### config.mk
export PLATFORM = sky130hd
export DESIGN_NAME = sorted_unique_set_table_core_flat
export DESIGN_NICKNAME = d
export VERILOG_FILES = /design/src/hdl/sust_pkg.sv /design/src/hdl/sust_if.sv /design/src/hdl/sust_ram.sv /design/src/hdl/sust_front.sv /design/src/hdl/sust_fifo.sv /design/src/hdl/sust_engine.sv /design/src/hdl/sorted_unique_set_table_core.sv /design/src/flat_wrapper.sv
export SDC_FILE = /design/constraint.sdc
export NUM_CORES = 2
export LEC_CHECK = 0
export BUFFER_PORTS_ARGS = -buffer_cell sky130_fd_sc_hd__buf_2
export CELL_PAD_IN_SITES_DETAIL_PLACEMENT = 0
export CELL_PAD_IN_SITES_GLOBAL_PLACEMENT = 1
export CORE_AREA = 2 2 303 305
export CTS_CLUSTER_SIZE = 28
export DETAILED_ROUTE_END_ITERATION = 6
export DIE_AREA = 0 0 305 307
export GPL_ROUTABILITY_DRIVEN = 1
export MAX_ROUTING_LAYER = met4
export PLACE_DENSITY_LB_ADDON = 0.1
export SLEW_MARGIN = 40
export SYNTH_ARGS = -nofsm -noshare
export SYNTH_HDL_FRONTEND = slang
export SYNTH_HIERARCHICAL = 1
export SYNTH_SLANG_ARGS = --single-unit
### constraint.sdc
create_clock -name clk -period 5.3 [get_ports clk]
set_input_delay 0.795 -clock clk [delete_from_list [all_inputs] [get_ports clk]]
set_output_delay 0.795 -clock clk [all_outputs]
set_load 0.01 [all_outputs]
### src/hdl/sust_pkg.sv
// Shared types and constants for the sorted unique set table.
// Used by the channel interfaces, front end, command queue, engine and top level.
package sust_pkg;

    localparam int REQ_TYPE_W = 3;
    localparam int KEY_W      = 16;
    localparam int POS_W      = 6;
    localparam int STATUS_W   = 2;
    localparam int COUNT_W    = 7;

    // Request codes as they arrive on the request channel
    localparam logic [REQ_TYPE_W-1:0] REQ_INSERT     = 3'd0;
    localparam logic [REQ_TYPE_W-1:0] REQ_REMOVE     = 3'd1;
    localparam logic [REQ_TYPE_W-1:0] REQ_LOOKUP     = 3'd2;
    localparam logic [REQ_TYPE_W-1:0] REQ_READ_POS   = 3'd3;
    localparam logic [REQ_TYPE_W-1:0] REQ_REMOVE_POS = 3'd4;

    typedef enum logic [2:0] {
        OP_INSERT,
        OP_REMOVE,
        OP_LOOKUP,
        OP_READ_POS,
        OP_REMOVE_POS,
        OP_NONE
    } op_t;

    typedef enum logic [STATUS_W-1:0] {
        ST_OK,
        ST_MISS,
        ST_FULL,
        ST_BADPOS
    } status_t;

    typedef enum logic [3:0] {
        S_IDLE,
        S_PROBE_RD,
        S_PROBE_CMP,
        S_DECIDE,
        S_POS_RD,
        S_POS_CAP,
        S_SHIFT_UP,
        S_SHIFT_DN,
        S_DONE
    } eng_state_t;

    typedef struct packed {
        op_t              op;
        logic [KEY_W-1:0] key;
        logic [POS_W-1:0] position;
    } cmd_t;

endpackage

### src/hdl/sust_if.sv
// Valid/ready channel interfaces for requests and responses.
// Depends on sust_pkg for field widths.
interface sust_req_if import sust_pkg::*; ();
    logic                  valid;
    logic                  ready;
    logic [REQ_TYPE_W-1:0] req_type;
    logic [KEY_W-1:0]      key;
    logic [POS_W-1:0]      position;

    modport source (output valid, req_type, key, position, input ready);
    modport sink   (input valid, req_type, key, position, output ready);
endinterface

interface sust_rsp_if import sust_pkg::*; ();
    logic                valid;
    logic                ready;
    logic [STATUS_W-1:0] status;
    logic [KEY_W-1:0]    value;
    logic [COUNT_W-1:0]  count;

    modport source (output valid, status, value, count, input ready);
    modport sink   (input valid, status, value, count, output ready);
endinterface

### src/hdl/sust_ram.sv
// Generic simple dual-port RAM: one write port, one read port, registered read data.
// No dependencies.
module sust_ram #(
    parameter int WIDTH = 16,
    parameter int DEPTH = 64,
    localparam int AW   = (DEPTH > 1) ? $clog2(DEPTH) : 1
) (
    input  logic             clk,
    input  logic             we,
    input  logic [AW-1:0]    waddr,
    input  logic [WIDTH-1:0] wdata,
    input  logic             re,
    input  logic [AW-1:0]    raddr,
    output logic [WIDTH-1:0] rdata
);

    logic [WIDTH-1:0] mem [DEPTH];

    always_ff @(posedge clk)
    begin
        if (we)
        begin
            mem[waddr] <= wdata;
        end
        if (re)
        begin
            rdata <= mem[raddr];
        end
    end

endmodule

### src/hdl/sust_front.sv
// Front end: accepts request items and classifies them into engine commands.
// Depends on sust_pkg and sust_req_if.
module sust_front import sust_pkg::*; (
    sust_req_if.sink req,
    output logic     cmd_valid,
    output cmd_t     cmd,
    input  logic     cmd_ready
);

    op_t op;

    always_comb
    begin
        unique case (req.req_type)
            REQ_INSERT:     op = OP_INSERT;
            REQ_REMOVE:     op = OP_REMOVE;
            REQ_LOOKUP:     op = OP_LOOKUP;
            REQ_READ_POS:   op = OP_READ_POS;
            REQ_REMOVE_POS: op = OP_REMOVE_POS;
            default:        op = OP_NONE;
        endcase
    end

    assign cmd_valid    = req.valid;
    assign cmd.op       = op;
    assign cmd.key      = req.key;
    assign cmd.position = req.position;
    assign req.ready    = cmd_ready;

endmodule

### src/hdl/sust_fifo.sv
// Two-entry command queue between the front end and the engine.
// Depends on sust_pkg for the command type.
module sust_fifo import sust_pkg::*; (
    input  logic clk,
    input  logic rst_n,
    input  logic in_valid,
    input  cmd_t in_cmd,
    output logic in_ready,
    output logic out_valid,
    output cmd_t out_cmd,
    input  logic out_ready
);

    cmd_t       slot_reg [2];
    logic       wr_ptr_reg;
    logic       wr_ptr_next;
    logic       rd_ptr_reg;
    logic       rd_ptr_next;
    logic [1:0] fill_reg;
    logic [1:0] fill_next;
    logic       push;
    logic       pop;

    assign in_ready  = (fill_reg != 2'd2);
    assign out_valid = (fill_reg != 2'd0);
    assign out_cmd   = slot_reg[rd_ptr_reg];
    assign push      = in_valid && in_ready;
    assign pop       = out_valid && out_ready;

    always_comb
    begin
        wr_ptr_next = push ? ~wr_ptr_reg : wr_ptr_reg;
        rd_ptr_next = pop ? ~rd_ptr_reg : rd_ptr_reg;
        fill_next   = fill_reg;
        if (push && !pop)
        begin
            fill_next = fill_reg + 2'd1;
        end
        else if (pop && !push)
        begin
            fill_next = fill_reg - 2'd1;
        end
    end

    always_ff @(posedge clk or negedge rst_n)
    begin
        if (!rst_n)
        begin
            wr_ptr_reg <= 1'b0;
            rd_ptr_reg <= 1'b0;
            fill_reg   <= 2'd0;
        end
        else
        begin
            wr_ptr_reg <= wr_ptr_next;
            rd_ptr_reg <= rd_ptr_next;
            fill_reg   <= fill_next;
        end
    end

    always_ff @(posedge clk)
    begin
        if (push)
        begin
            slot_reg[wr_ptr_reg] <= in_cmd;
        end
    end

endmodule

### src/hdl/sust_engine.sv
// Back end: runs one command at a time against the key RAM and registers the response.
// Depends on sust_pkg, sust_rsp_if and sust_ram.
module sust_engine import sust_pkg::*; #(
    parameter int DEPTH    = 64,
    parameter int KEY_BITS = 16
) (
    input  logic      clk,
    input  logic      rst_n,
    input  logic      cmd_valid,
    input  cmd_t      cmd,
    output logic      cmd_ready,
    sust_rsp_if.source rsp
);

    localparam int AW = (DEPTH > 1) ? $clog2(DEPTH) : 1;
    localparam int CW = $clog2(DEPTH + 1);

    eng_state_t          state_reg;
    eng_state_t          state_next;
    op_t                 op_reg;
    op_t                 op_next;
    logic [KEY_BITS-1:0] key_reg;
    logic [KEY_BITS-1:0] key_next;
    logic [POS_W-1:0]    pos_reg;
    logic [POS_W-1:0]    pos_next;
    logic [CW-1:0]       count_reg;
    logic [CW-1:0]       count_next;
    logic [CW-1:0]       lo_reg;
    logic [CW-1:0]       lo_next;
    logic [CW-1:0]       hi_reg;
    logic [CW-1:0]       hi_next;
    logic                hit_reg;
    logic                hit_next;
    logic [CW-1:0]       idx_reg;
    logic [CW-1:0]       idx_next;
    logic                pend_reg;
    logic                pend_next;
    logic [AW-1:0]       wa_reg;
    logic [AW-1:0]       wa_next;
    status_t             status_reg;
    status_t             status_next;
    logic [KEY_BITS-1:0] value_reg;
    logic [KEY_BITS-1:0] value_next;
    logic                out_valid_reg;
    logic                out_valid_next;
    status_t             out_status_reg;
    status_t             out_status_next;
    logic [KEY_W-1:0]    out_value_reg;
    logic [KEY_W-1:0]    out_value_next;
    logic [COUNT_W-1:0]  out_count_reg;
    logic [COUNT_W-1:0]  out_count_next;

    // RAM port controls
    logic                ram_we;
    logic [AW-1:0]       ram_waddr;
    logic [KEY_BITS-1:0] ram_wdata;
    logic                ram_re;
    logic [AW-1:0]       ram_raddr;
    logic [KEY_BITS-1:0] ram_rdata;

    // Shared conditions
    logic [CW:0]                 mid_sum;
    logic [CW-1:0]               mid;
    logic [CW-1:0]               mid_inc;
    logic                        probe_more;
    logic                        table_full;
    logic [CW+POS_W-1:0]         pos_ext;
    logic [CW+POS_W-1:0]         cnt_ext;
    logic                        pos_ok;
    logic [CW-1:0]               pos_cw;
    logic [CW-1:0]               idx_dec;
    logic [CW-1:0]               idx_inc;
    logic                        up_more;
    logic                        dn_more;
    logic [KEY_BITS+KEY_W-1:0]   key_in_ext;
    logic [KEY_BITS+KEY_W-1:0]   value_ext;
    logic [CW+COUNT_W-1:0]       count_ext;
    logic                        out_free;

    assign mid_sum    = {1'b0, lo_reg} + {1'b0, hi_reg};
    assign mid        = mid_sum[CW:1];
    assign mid_inc    = mid + 1'b1;
    assign probe_more = (lo_reg < hi_reg);
    assign table_full = (count_reg == CW'(DEPTH));
    assign pos_ext    = {{CW{1'b0}}, pos_reg};
    assign cnt_ext    = {{POS_W{1'b0}}, count_reg};
    assign pos_ok     = (pos_ext < cnt_ext);
    assign pos_cw     = pos_ext[CW-1:0];
    assign idx_dec    = idx_reg - 1'b1;
    assign idx_inc    = idx_reg + 1'b1;
    assign up_more    = (idx_reg > lo_reg);
    assign dn_more    = (idx_reg < count_reg);
    assign key_in_ext = {{KEY_BITS{1'b0}}, cmd.key};
    assign value_ext  = {{KEY_W{1'b0}}, value_reg};
    assign count_ext  = {{COUNT_W{1'b0}}, count_reg};
    assign out_free   = !out_valid_reg || rsp.ready;

    assign cmd_ready  = (state_reg == S_IDLE);

    assign rsp.valid  = out_valid_reg;
    assign rsp.status = out_status_reg;
    assign rsp.value  = out_value_reg;
    assign rsp.count  = out_count_reg;

    sust_ram #(
        .WIDTH (KEY_BITS),
        .DEPTH (DEPTH)
    ) u_keys (
        .clk   (clk),
        .we    (ram_we),
        .waddr (ram_waddr),
        .wdata (ram_wdata),
        .re    (ram_re),
        .raddr (ram_raddr),
        .rdata (ram_rdata)
    );

    // Next state
    always_comb
    begin
        state_next = state_reg;
        unique case (state_reg)
            S_IDLE:
            begin
                if (cmd_valid)
                begin
                    unique case (cmd.op)
                        OP_INSERT, OP_REMOVE, OP_LOOKUP: state_next = S_PROBE_RD;
                        OP_READ_POS, OP_REMOVE_POS:      state_next = S_POS_RD;
                        default:                         state_next = S_DONE;
                    endcase
                end
            end
            S_PROBE_RD:
            begin
                state_next = probe_more ? S_PROBE_CMP : S_DECIDE;
            end
            S_PROBE_CMP:
            begin
                state_next = S_PROBE_RD;
            end
            S_DECIDE:
            begin
                priority if (op_reg == OP_INSERT && !hit_reg && !table_full)
                begin
                    state_next = S_SHIFT_UP;
                end
                else if (op_reg == OP_REMOVE && hit_reg)
                begin
                    state_next = S_SHIFT_DN;
                end
                else
                begin
                    state_next = S_DONE;
                end
            end
            S_POS_RD:
            begin
                state_next = pos_ok ? S_POS_CAP : S_DONE;
            end
            S_POS_CAP:
            begin
                state_next = (op_reg == OP_REMOVE_POS) ? S_SHIFT_DN : S_DONE;
            end
            S_SHIFT_UP:
            begin
                if (!up_more && !pend_reg)
                begin
                    state_next = S_DONE;
                end
            end
            S_SHIFT_DN:
            begin
                if (!dn_more && !pend_reg)
                begin
                    state_next = S_DONE;
                end
            end
            S_DONE:
            begin
                if (out_free)
                begin
                    state_next = S_IDLE;
                end
            end
            default:
            begin
                state_next = S_IDLE;
            end
        endcase
    end

    // Datapath and RAM controls
    always_comb
    begin
        op_next         = op_reg;
        key_next        = key_reg;
        pos_next        = pos_reg;
        count_next      = count_reg;
        lo_next         = lo_reg;
        hi_next         = hi_reg;
        hit_next        = hit_reg;
        idx_next        = idx_reg;
        pend_next       = pend_reg;
        wa_next         = wa_reg;
        status_next     = status_reg;
        value_next      = value_reg;
        out_valid_next  = out_valid_reg && !rsp.ready;
        out_status_next = out_status_reg;
        out_value_next  = out_value_reg;
        out_count_next  = out_count_reg;
        ram_we          = 1'b0;
        ram_waddr       = wa_reg;
        ram_wdata       = ram_rdata;
        ram_re          = 1'b0;
        ram_raddr       = mid[AW-1:0];

        unique case (state_reg)
            S_IDLE:
            begin
                if (cmd_valid)
                begin
                    op_next     = cmd.op;
                    key_next    = key_in_ext[KEY_BITS-1:0];
                    pos_next    = cmd.position;
                    lo_next     = '0;
                    hi_next     = count_reg;
                    hit_next    = 1'b0;
                    status_next = ST_MISS;
                    value_next  = '0;
                end
            end
            S_PROBE_RD:
            begin
                ram_re    = probe_more;
                ram_raddr = mid[AW-1:0];
            end
            S_PROBE_CMP:
            begin
                // Lower bound: keep the first cell not below the key
                if (ram_rdata < key_reg)
                begin
                    lo_next = mid_inc;
                end
                else
                begin
                    hi_next = mid;
                end
                if (ram_rdata == key_reg)
                begin
                    hit_next = 1'b1;
                end
            end
            S_DECIDE:
            begin
                unique case (op_reg)
                    OP_INSERT:
                    begin
                        priority if (hit_reg)
                        begin
                            status_next = ST_MISS;
                        end
                        else if (table_full)
                        begin
                            status_next = ST_FULL;
                        end
                        else
                        begin
                            idx_next  = count_reg;
                            pend_next = 1'b0;
                        end
                    end
                    OP_REMOVE:
                    begin
                        if (hit_reg)
                        begin
                            status_next = ST_OK;
                            idx_next    = lo_reg + 1'b1;
                            pend_next   = 1'b0;
                        end
                    end
                    OP_LOOKUP:
                    begin
                        status_next = hit_reg ? ST_OK : ST_MISS;
                    end
                    default:
                    begin
                        status_next = ST_MISS;
                    end
                endcase
            end
            S_POS_RD:
            begin
                if (pos_ok)
                begin
                    ram_re    = 1'b1;
                    ram_raddr = pos_cw[AW-1:0];
                end
                else
                begin
                    status_next = ST_BADPOS;
                    value_next  = '0;
                end
            end
            S_POS_CAP:
            begin
                value_next  = ram_rdata;
                status_next = ST_OK;
                idx_next    = pos_cw + 1'b1;
                pend_next   = 1'b0;
            end
            S_SHIFT_UP:
            begin
                // Move cells up one place, top first; each write lags its registered read
                if (pend_reg)
                begin
                    ram_we    = 1'b1;
                    ram_waddr = wa_reg;
                    ram_wdata = ram_rdata;
                end
                if (up_more)
                begin
                    ram_re    = 1'b1;
                    ram_raddr = idx_dec[AW-1:0];
                    wa_next   = idx_reg[AW-1:0];
                    idx_next  = idx_dec;
                    pend_next = 1'b1;
                end
                else
                begin
                    pend_next = 1'b0;
                    if (!pend_reg)
                    begin
                        // Gap is open: drop the new key in
                        ram_we      = 1'b1;
                        ram_waddr   = lo_reg[AW-1:0];
                        ram_wdata   = key_reg;
                        count_next  = count_reg + 1'b1;
                        status_next = ST_OK;
                    end
                end
            end
            S_SHIFT_DN:
            begin
                // Close the gap, bottom first
                if (pend_reg)
                begin
                    ram_we    = 1'b1;
                    ram_waddr = wa_reg;
                    ram_wdata = ram_rdata;
                end
                if (dn_more)
                begin
                    ram_re    = 1'b1;
                    ram_raddr = idx_reg[AW-1:0];
                    wa_next   = idx_dec[AW-1:0];
                    idx_next  = idx_inc;
                    pend_next = 1'b1;
                end
                else
                begin
                    pend_next = 1'b0;
                    if (!pend_reg)
                    begin
                        count_next = count_reg - 1'b1;
                    end
                end
            end
            S_DONE:
            begin
                if (out_free)
                begin
                    out_valid_next  = 1'b1;
                    out_status_next = status_reg;
                    out_value_next  = value_ext[KEY_W-1:0];
                    out_count_next  = count_ext[COUNT_W-1:0];
                end
            end
            default:
            begin
                status_next = status_reg;
            end
        endcase
    end

    always_ff @(posedge clk or negedge rst_n)
    begin
        if (!rst_n)
        begin
            state_reg     <= S_IDLE;
            count_reg     <= '0;
            pend_reg      <= 1'b0;
            out_valid_reg <= 1'b0;
        end
        else
        begin
            state_reg     <= state_next;
            count_reg     <= count_next;
            pend_reg      <= pend_next;
            out_valid_reg <= out_valid_next;
        end
    end

    always_ff @(posedge clk)
    begin
        op_reg         <= op_next;
        key_reg        <= key_next;
        pos_reg        <= pos_next;
        lo_reg         <= lo_next;
        hi_reg         <= hi_next;
        hit_reg        <= hit_next;
        idx_reg        <= idx_next;
        wa_reg         <= wa_next;
        status_reg     <= status_next;
        value_reg      <= value_next;
        out_status_reg <= out_status_next;
        out_value_reg  <= out_value_next;
        out_count_reg  <= out_count_next;
    end

endmodule

### src/hdl/sorted_unique_set_table_core.sv
// Sorted unique set table: up to DEPTH distinct keys kept in ascending order in a
// single-read, single-write RAM. Requests (insert, remove, lookup, read at position,
// remove at position) are decoded by a front end and queued two deep, so new requests
// are taken while the engine works and while a response waits on the output register.
// The engine runs one request at a time. A key request binary-searches the RAM, each
// probe a read state followed by a compare state; an insert or removal then moves
// every key above the affected position by one place at one key per cycle. The single
// RAM read port limits the search and the moves to one read at a time. The key store
// needs no clearing after reset: cells at or beyond the count are never read.
module sorted_unique_set_table_core import sust_pkg::*; #(
    parameter int DEPTH    = 64,
    parameter int KEY_BITS = 16
) (
    input  logic       clk,
    input  logic       rst_n,
    sust_req_if.sink   req,
    sust_rsp_if.source rsp
);

    logic front_valid;
    cmd_t front_cmd;
    logic front_ready;
    logic queue_valid;
    cmd_t queue_cmd;
    logic queue_ready;

    sust_front u_front (
        .req       (req),
        .cmd_valid (front_valid),
        .cmd       (front_cmd),
        .cmd_ready (front_ready)
    );

    sust_fifo u_queue (
        .clk       (clk),
        .rst_n     (rst_n),
        .in_valid  (front_valid),
        .in_cmd    (front_cmd),
        .in_ready  (front_ready),
        .out_valid (queue_valid),
        .out_cmd   (queue_cmd),
        .out_ready (queue_ready)
    );

    sust_engine #(
        .DEPTH    (DEPTH),
        .KEY_BITS (KEY_BITS)
    ) u_engine (
        .clk       (clk),
        .rst_n     (rst_n),
        .cmd_valid (queue_valid),
        .cmd       (queue_cmd),
        .cmd_ready (queue_ready),
        .rsp       (rsp)
    );

endmodule
### src/flat_wrapper.sv
// flat-port wrapper written by rule: the top's interface ports become plain ports
module sorted_unique_set_table_core_flat import sust_pkg::*;
#(
    parameter int DEPTH    = 64,
    parameter int KEY_BITS = 16
)
  (clk, rst_n, req_valid, req_req_type, req_key, req_position, req_ready, rsp_valid, rsp_status, rsp_value, rsp_count, rsp_ready);
  sust_req_if req_i ();
  sust_rsp_if rsp_i ();
  input  logic clk;
  input  logic rst_n;
  input wire logic [$bits(req_i.valid)-1:0] req_valid;
  input wire logic [$bits(req_i.req_type)-1:0] req_req_type;
  input wire logic [$bits(req_i.key)-1:0] req_key;
  input wire logic [$bits(req_i.position)-1:0] req_position;
  output wire logic [$bits(req_i.ready)-1:0] req_ready;
  output wire logic [$bits(rsp_i.valid)-1:0] rsp_valid;
  output wire logic [$bits(rsp_i.status)-1:0] rsp_status;
  output wire logic [$bits(rsp_i.value)-1:0] rsp_value;
  output wire logic [$bits(rsp_i.count)-1:0] rsp_count;
  input wire logic [$bits(rsp_i.ready)-1:0] rsp_ready;
  assign req_i.valid = req_valid;
  assign req_i.req_type = req_req_type;
  assign req_i.key = req_key;
  assign req_i.position = req_position;
  assign req_ready = req_i.ready;
  assign rsp_valid = rsp_i.valid;
  assign rsp_status = rsp_i.status;
  assign rsp_value = rsp_i.value;
  assign rsp_count = rsp_i.count;
  assign rsp_i.ready = rsp_ready;
  sorted_unique_set_table_core #(.DEPTH(DEPTH), .KEY_BITS(KEY_BITS)) u_core (.clk(clk), .rst_n(rst_n), .req(req_i), .rsp(rsp_i));
endmodule
-- After elaboration in Yosys (flattened, before gate mapping)
Memory sizes are Yosys's and may differ from the RTL's. A register that Yosys moved wholly into a read port is not among the register bits.
Cells that the tools add are included.
- register bits: 113
- RAM bits: 1074
- input port bits: 29
- output and inout bits: 27
- logic and storage cells: 205
- memories kept: 2
- memories (memory ; depth ; bits a word ; rd ports ; clocked after memory_dff ; write ports ; RTL line ; RTL):
    u_core.u_engine.u_keys.mem ; 64 ; 16 ; 1 ; 1 ; 1 ; sust_ram.sv:17 ; logic [WIDTH-1:0] mem [DEPTH];
    u_core.u_queue.slot_reg ; 2 ; 25 ; 1 ; 0 ; 1 ; sust_fifo.sv:14 ; cmd_t slot_reg [2];
- $add $sub $neg: 10
- order comparisons: 5
- eq/ne operators: 41
- mux-type cells: 80
- bitwise logic cells: 2
- reductions and logical operators: 45
- operators with widths (kind ; count):
    7-bit two-way mux ; 13
    16-bit two-way mux ; 5
    7-bit one-hot mux with 2 select lines ; 4
    6-bit two-way mux ; 8
    16-bit one-hot mux with 3 select lines ; 1
    4-bit one-hot mux with 9 select lines ; 1
    4-bit two-way mux ; 8
    2-bit != test (second input constant) ; 15
    7-bit by 1-bit adder with 7-bit output (second input constant) ; 4
    7-bit one-hot mux with 4 select lines ; 1
    1-bit two-way mux ; 19
    2-bit two-way mux ; 9
    6-bit one-hot mux with 3 select lines ; 1
    16-bit == test ; 1
    4-bit by 3-bit == test with 1-bit output (second input constant) ; 4
    16-bit less-than comparator ; 1
    3-bit by 2-bit == test with 1-bit output (second input constant) ; 5
    3-bit one-hot mux with 5 select lines ; 1
    3-bit AND reduction ; 5
    7-bit less-than comparator ; 2
    7-bit AND reduction ; 2
    7-bit by 1-bit subtractor with 7-bit output (second input constant) ; 2
    3-bit != test (second input constant) ; 4
    6-bit one-hot mux with 2 select lines ; 1
    other kinds (33) ; 66

-- Depth between registers and ports, before layout
- depth in word-level cells: 6
- gate-level depth with buffers: 19
- gate-level depth less buffers: 13

-- By module
The synthesis kept the hierarchy.
- by module, submodules not included (module ; times used ; cells each ; area each (um2) ; sequential area each (um2)):
    sust_ram ; 1 ; 1835 ; 40233.6 ; 31230.0
    sust_engine ; 1 ; 630 ; 6760.2 ; 3208.1
    sust_fifo ; 1 ; 96 ; 2099.5 ; 1601.5
    sust_front ; 1 ; 27 ; 197.7 ; 0.0

-- Least setup slack after synthesis
No wires, ideal clock.
- kind: flip-flop to flip-flop
- from: reg u_core.u_engine.idx_reg[5]
- to: mem u_core.u_engine.u_keys.mem[0][0] (data pin)
- setup time: 0.702 ns
- arrival time: 4.184 ns
- required time: 4.598 ns
- slack: 0.415 ns
- stages on the path, launching flop included: 8
- path buffers: 1
- period minus slack after synthesis: 4.885 ns
- path through: edfxtp_1 > ha_1 > nand4_1 > a21o_1 > a21oi_1 > nor2_2 > buf_2 > o21ai_0
- cells in the longest elaborated chain, start to end: 3
- RTL lines (element ; RTL line ; RTL):
    start, declared ; sust_engine.sv:34 ; logic [CW-1:0] idx_reg;
    start signal, assigned ; sust_engine.sv:412 ; idx_reg <= idx_next;
    7-bit > comparator ; sust_engine.sv:91 ; assign up_more = (idx_reg > lo_reg);
    16-bit two-way mux ; sust_engine.sv:321 ; if (up_more)
    16-bit two-way mux ; n/a ;
    via u_core.u_engine.ram_wdata[0] ; sust_engine.sv:56 ; logic [KEY_BITS-1:0] ram_wdata;
    end, declared ; sust_ram.sv:17 ;
The timed path passes the listed nets, and every way through them passes these cells.

-- Worst setup path in the final report
- from: reg u_core.u_engine.count_reg[1]
- to: reg u_core.u_engine.u_keys.rdata[14], read port of u_core.u_engine.u_keys.mem (data pin)
- cells in the longest elaborated chain, start to end: 3
- elaborated cells on any way between the ends: 8
- those cells by class: order compare (2); mux (6)
- RTL lines (element ; RTL line ; RTL):
    start, declared ; sust_engine.sv:26 ; logic [CW-1:0] count_reg;
    start signal, assigned ; sust_engine.sv:398 ; count_reg <= count_next;
    7-bit less-than comparator / 6-bit by 7-bit less-than comparator with 1-bit output (equally long branches) ; sust_engine.sv:92, sust_engine.sv:87 ;
    6-bit two-way mux, on equally long branches ; sust_engine.sv:352, sust_engine.sv:294 ;
    6-bit one-hot mux with 3 select lines (*) ; sust_engine.sv:218 ; unique case (state_reg)
    via u_core.u_engine.ram_raddr[0] ; sust_engine.sv:58 ; logic [AW-1:0] ram_raddr;
    end, declared ; sust_ram.sv:14 ; output logic [WIDTH-1:0] rdata
Mark *: on every way through the listed nets, which the timed path passes. The rest lies on a longest branch.
A chain may end at the register's enable or synchronous reset.

==> impl_metrics.toml <==
[global_route]
grt_pass1_vias = 25400
antenna_found_initial = 4
grt_overflow = 0
grt_first_pass_wirelength_mm = 174
grt_max_degree = 65
grt_use_total_pct = 26.5

[detailed_routing]
vias_per_cell = 6.21
drtIter0Drc = 2789
vias = 25400
wl_per_cell_um = 29.2
drc = 0
wl_mm = 119
ant_nets = 0
firstDrtPassIters = 5

[worst_setup_path]
cp_num_buf_inv = 3
regToRegSetupSlack_ps = 410
crit_chain = "inv_1 > ha_1 > a211o_1 > a211oi_4 > and2_1 > nand2_1 > o2111ai_4 > buf_12 > buf_12 > mux4_2 > a22oi_1 > nand3_1 > and4_1"
cp_slowest_stage_delay_ps = 520
start_kind = "flip-flop"
crit_slowest_cell = "mux4_2"
worst-setup-path-type = "reg -> reg"
end_kind = "flip-flop"
cp_top_family = "compound AO/OA/AOI/OAI gates"
cp_max_fo = 33
crit_path_frequent_cell = "buf_12"
worstPathArrival_ps = 5340
cp.required_ps = 5750

[yosys]
synth_area_um2 = 49300
synth_compound_area_share_pct = 3.83
synth_fa_ha_area_share_pct = 1.50
avgSynthCellArea_um2 = 19.0
synth_top_family_by_area = "multiplexers"
synth_top_area_cell = "edfxtp_1"
async_flop_share_pct = 1.41
synth_ff_type = "edfxtp_1"
synth_top_area_share_pct = 72.3
syn-num-nets = 2675
synthSimpleGateAreaFrac_pct = 4.35
ys_seq_elements = 1203
ys_types = 76
synth_xor_area_share_pct = 0.693
yosys_warnings = 6
syn_inst = 2588
ys_seq_area_share_pct = 73.1
yosys-top-cells-area = "edfxtp_1, mux4_2, mux2i_1"
synth.area.mux_share_pct = 14.0
synth_edf_count = 1186

[cells_and_area]
synthToLayoutAreaGrowth_pct = 13.0
layout_common_cells = "edfxtp_1, mux4_2, buf_4"
layout-drive-gt1-share_pct = 25.8
regArea_um2 = 36000
final_cells = 4084
multi_input_area_um2 = 12100
largest_reg_flops = 1024
final_common_cell = "edfxtp_1"
nets = 2882
nFillCells = 6391

[floorplanning]
initial_utilization_pct = 54.4
ios = 56
die-area_um2 = 93600
coreArea_um2 = 90700
fp.dieH_um = 307
rows = 111
fp.dieW_um = 305

[clock_tree]
hold_buffers = 0
clkTransAtPathRegs_ps = 60
cts_buffer_depth = 3
cts_tree = "done"
clkLatencyLatePin_ps = 710
h-tree-depth = 3
cts_buffers = 117
root_buffer = "clkbuf_16"
clock_sinks = 1203

[timing]
fmax_mhz = 205
layout_min_cycle_time_ps = 4890
relSlewSlack_pct = 41.5
hold_violations = 0
setup_viol = 0
skew_ps = 31.8
finalCritPeriodShare_pct = 92.3
rsz0062_at_grt = "no"
tns_ps = 0
report.final.slew_viol_count = 0
tightest_slew_ps = 875

[worst_hold_path]
hold_path.class = "in -> async"

[placed_design]
place.port_buffers = 55
hpwlAfterDp_mm = 76.6
place_congestion = 0.885
placedCellCount = 3860

[run]
drv_cap = 0

[outcome]
status = "finished clean"
-- logic make-up (layout without fill, tap and decap cells) --
logic type      count (synthesis)  after routing
compound gates                264            264
xor+xnor                       39             39
fa+ha+maj                      58             58
buf+inv                       208            515
flops                        1203           1203
mux                           388            388
other cells                     0              3
simple gates                  428            428
-- Yosys cell counts, types with 5 or more instances --
library cell,n
a221o_1,6
nand2_1,114
a41oi_1,5
o22ai_1,6
clkbuf_1,43
nor2_1,105
nor2b_1,40
buf_12,9
a21oi_1,49
ha_1,56
buf_4,36
nor4_1,6
nand2b_1,14
xnor2_1,31
o21ai_0,35
buf_6,18
dfrtp_1,17
buf_2,43
and2_1,21
nand4_1,20
a311oi_1,8
nand3_1,44
and4_1,6
buf_1,7
a21o_1,12
and3_1,7
mux4_1,6
mux2_2,54
inv_1,50
mux4_2,218
a2111oi_0,6
a211oi_1,22
nor3_1,19
nand3b_1,6
a22oi_1,39
xor2_1,8
mux2i_1,89
mux2_4,20
a211o_1,11
a31oi_1,10
a22o_1,6
a221oi_1,16
edfxtp_1,1186
-- final cells by class --
cell class / count / share of cell area [%]
sequential: 1203 / 64.7
multi-input combinational: 1177 / 21.8
clock buffer: 141 / 5.42
timing repair buffer: 245 / 3.48
tap: 1186 / 2.66
clock inverter: 78 / 1.56
inverter: 51 / 0.344
antenna: 3 / 0.0135
-- metrics by stage --
step	setup WS, ps	hold slack (ps)	utilization [%]	area (um2)
after floorplan	415	400	-	49300
after global placement	156	407	57.1	51800
after detailed placement	137	407	57.1	51800
after CTS	105	3.43	61.4	55700
after global routing	139	35.6	61.4	55700
final	410	43.8	61.4	55700
-- per-layer routing --
layer  vias up  share of wire, %  GRT usage [%]
met4         0               3.3           8.96
li1      10900                 -              -
met3       201               7.8           5.40
met5         -                 0              -
met2       962                47           39.9
met1     13300                42           36.8
-- repair_timing --
action                                  CTS  global route
resized for setup                         0             1
hold endpoints to repair                  0             0
endpoints found under the setup margin    0             4
buffers inserted                          0             0
-- worst paths after layout --
check	end	cells past startpoint	startpoint
worst max-delay path	u_core/u_engine/u_keys/rdata[14]	13	u_core/u_engine/count_reg[1]
worst min-delay path	u_core/u_queue/wr_ptr_reg	1	rst_n
worst max register to register	u_core/u_engine/u_keys/rdata[14]	13	u_core/u_engine/count_reg[1]
worst min register to register	u_core/u_engine/rsp.value[0]	0	u_core/u_engine/value_reg[0]
max in group asynchronous	u_core/u_engine/count_reg[4]	1	rst_n
min in group clk	u_core/u_queue/slot_reg[0][20]	1	req_key[14]
Power is not shown: default switching activity piles up to over one toggle a cycle in this logic, so the estimate is an artifact.
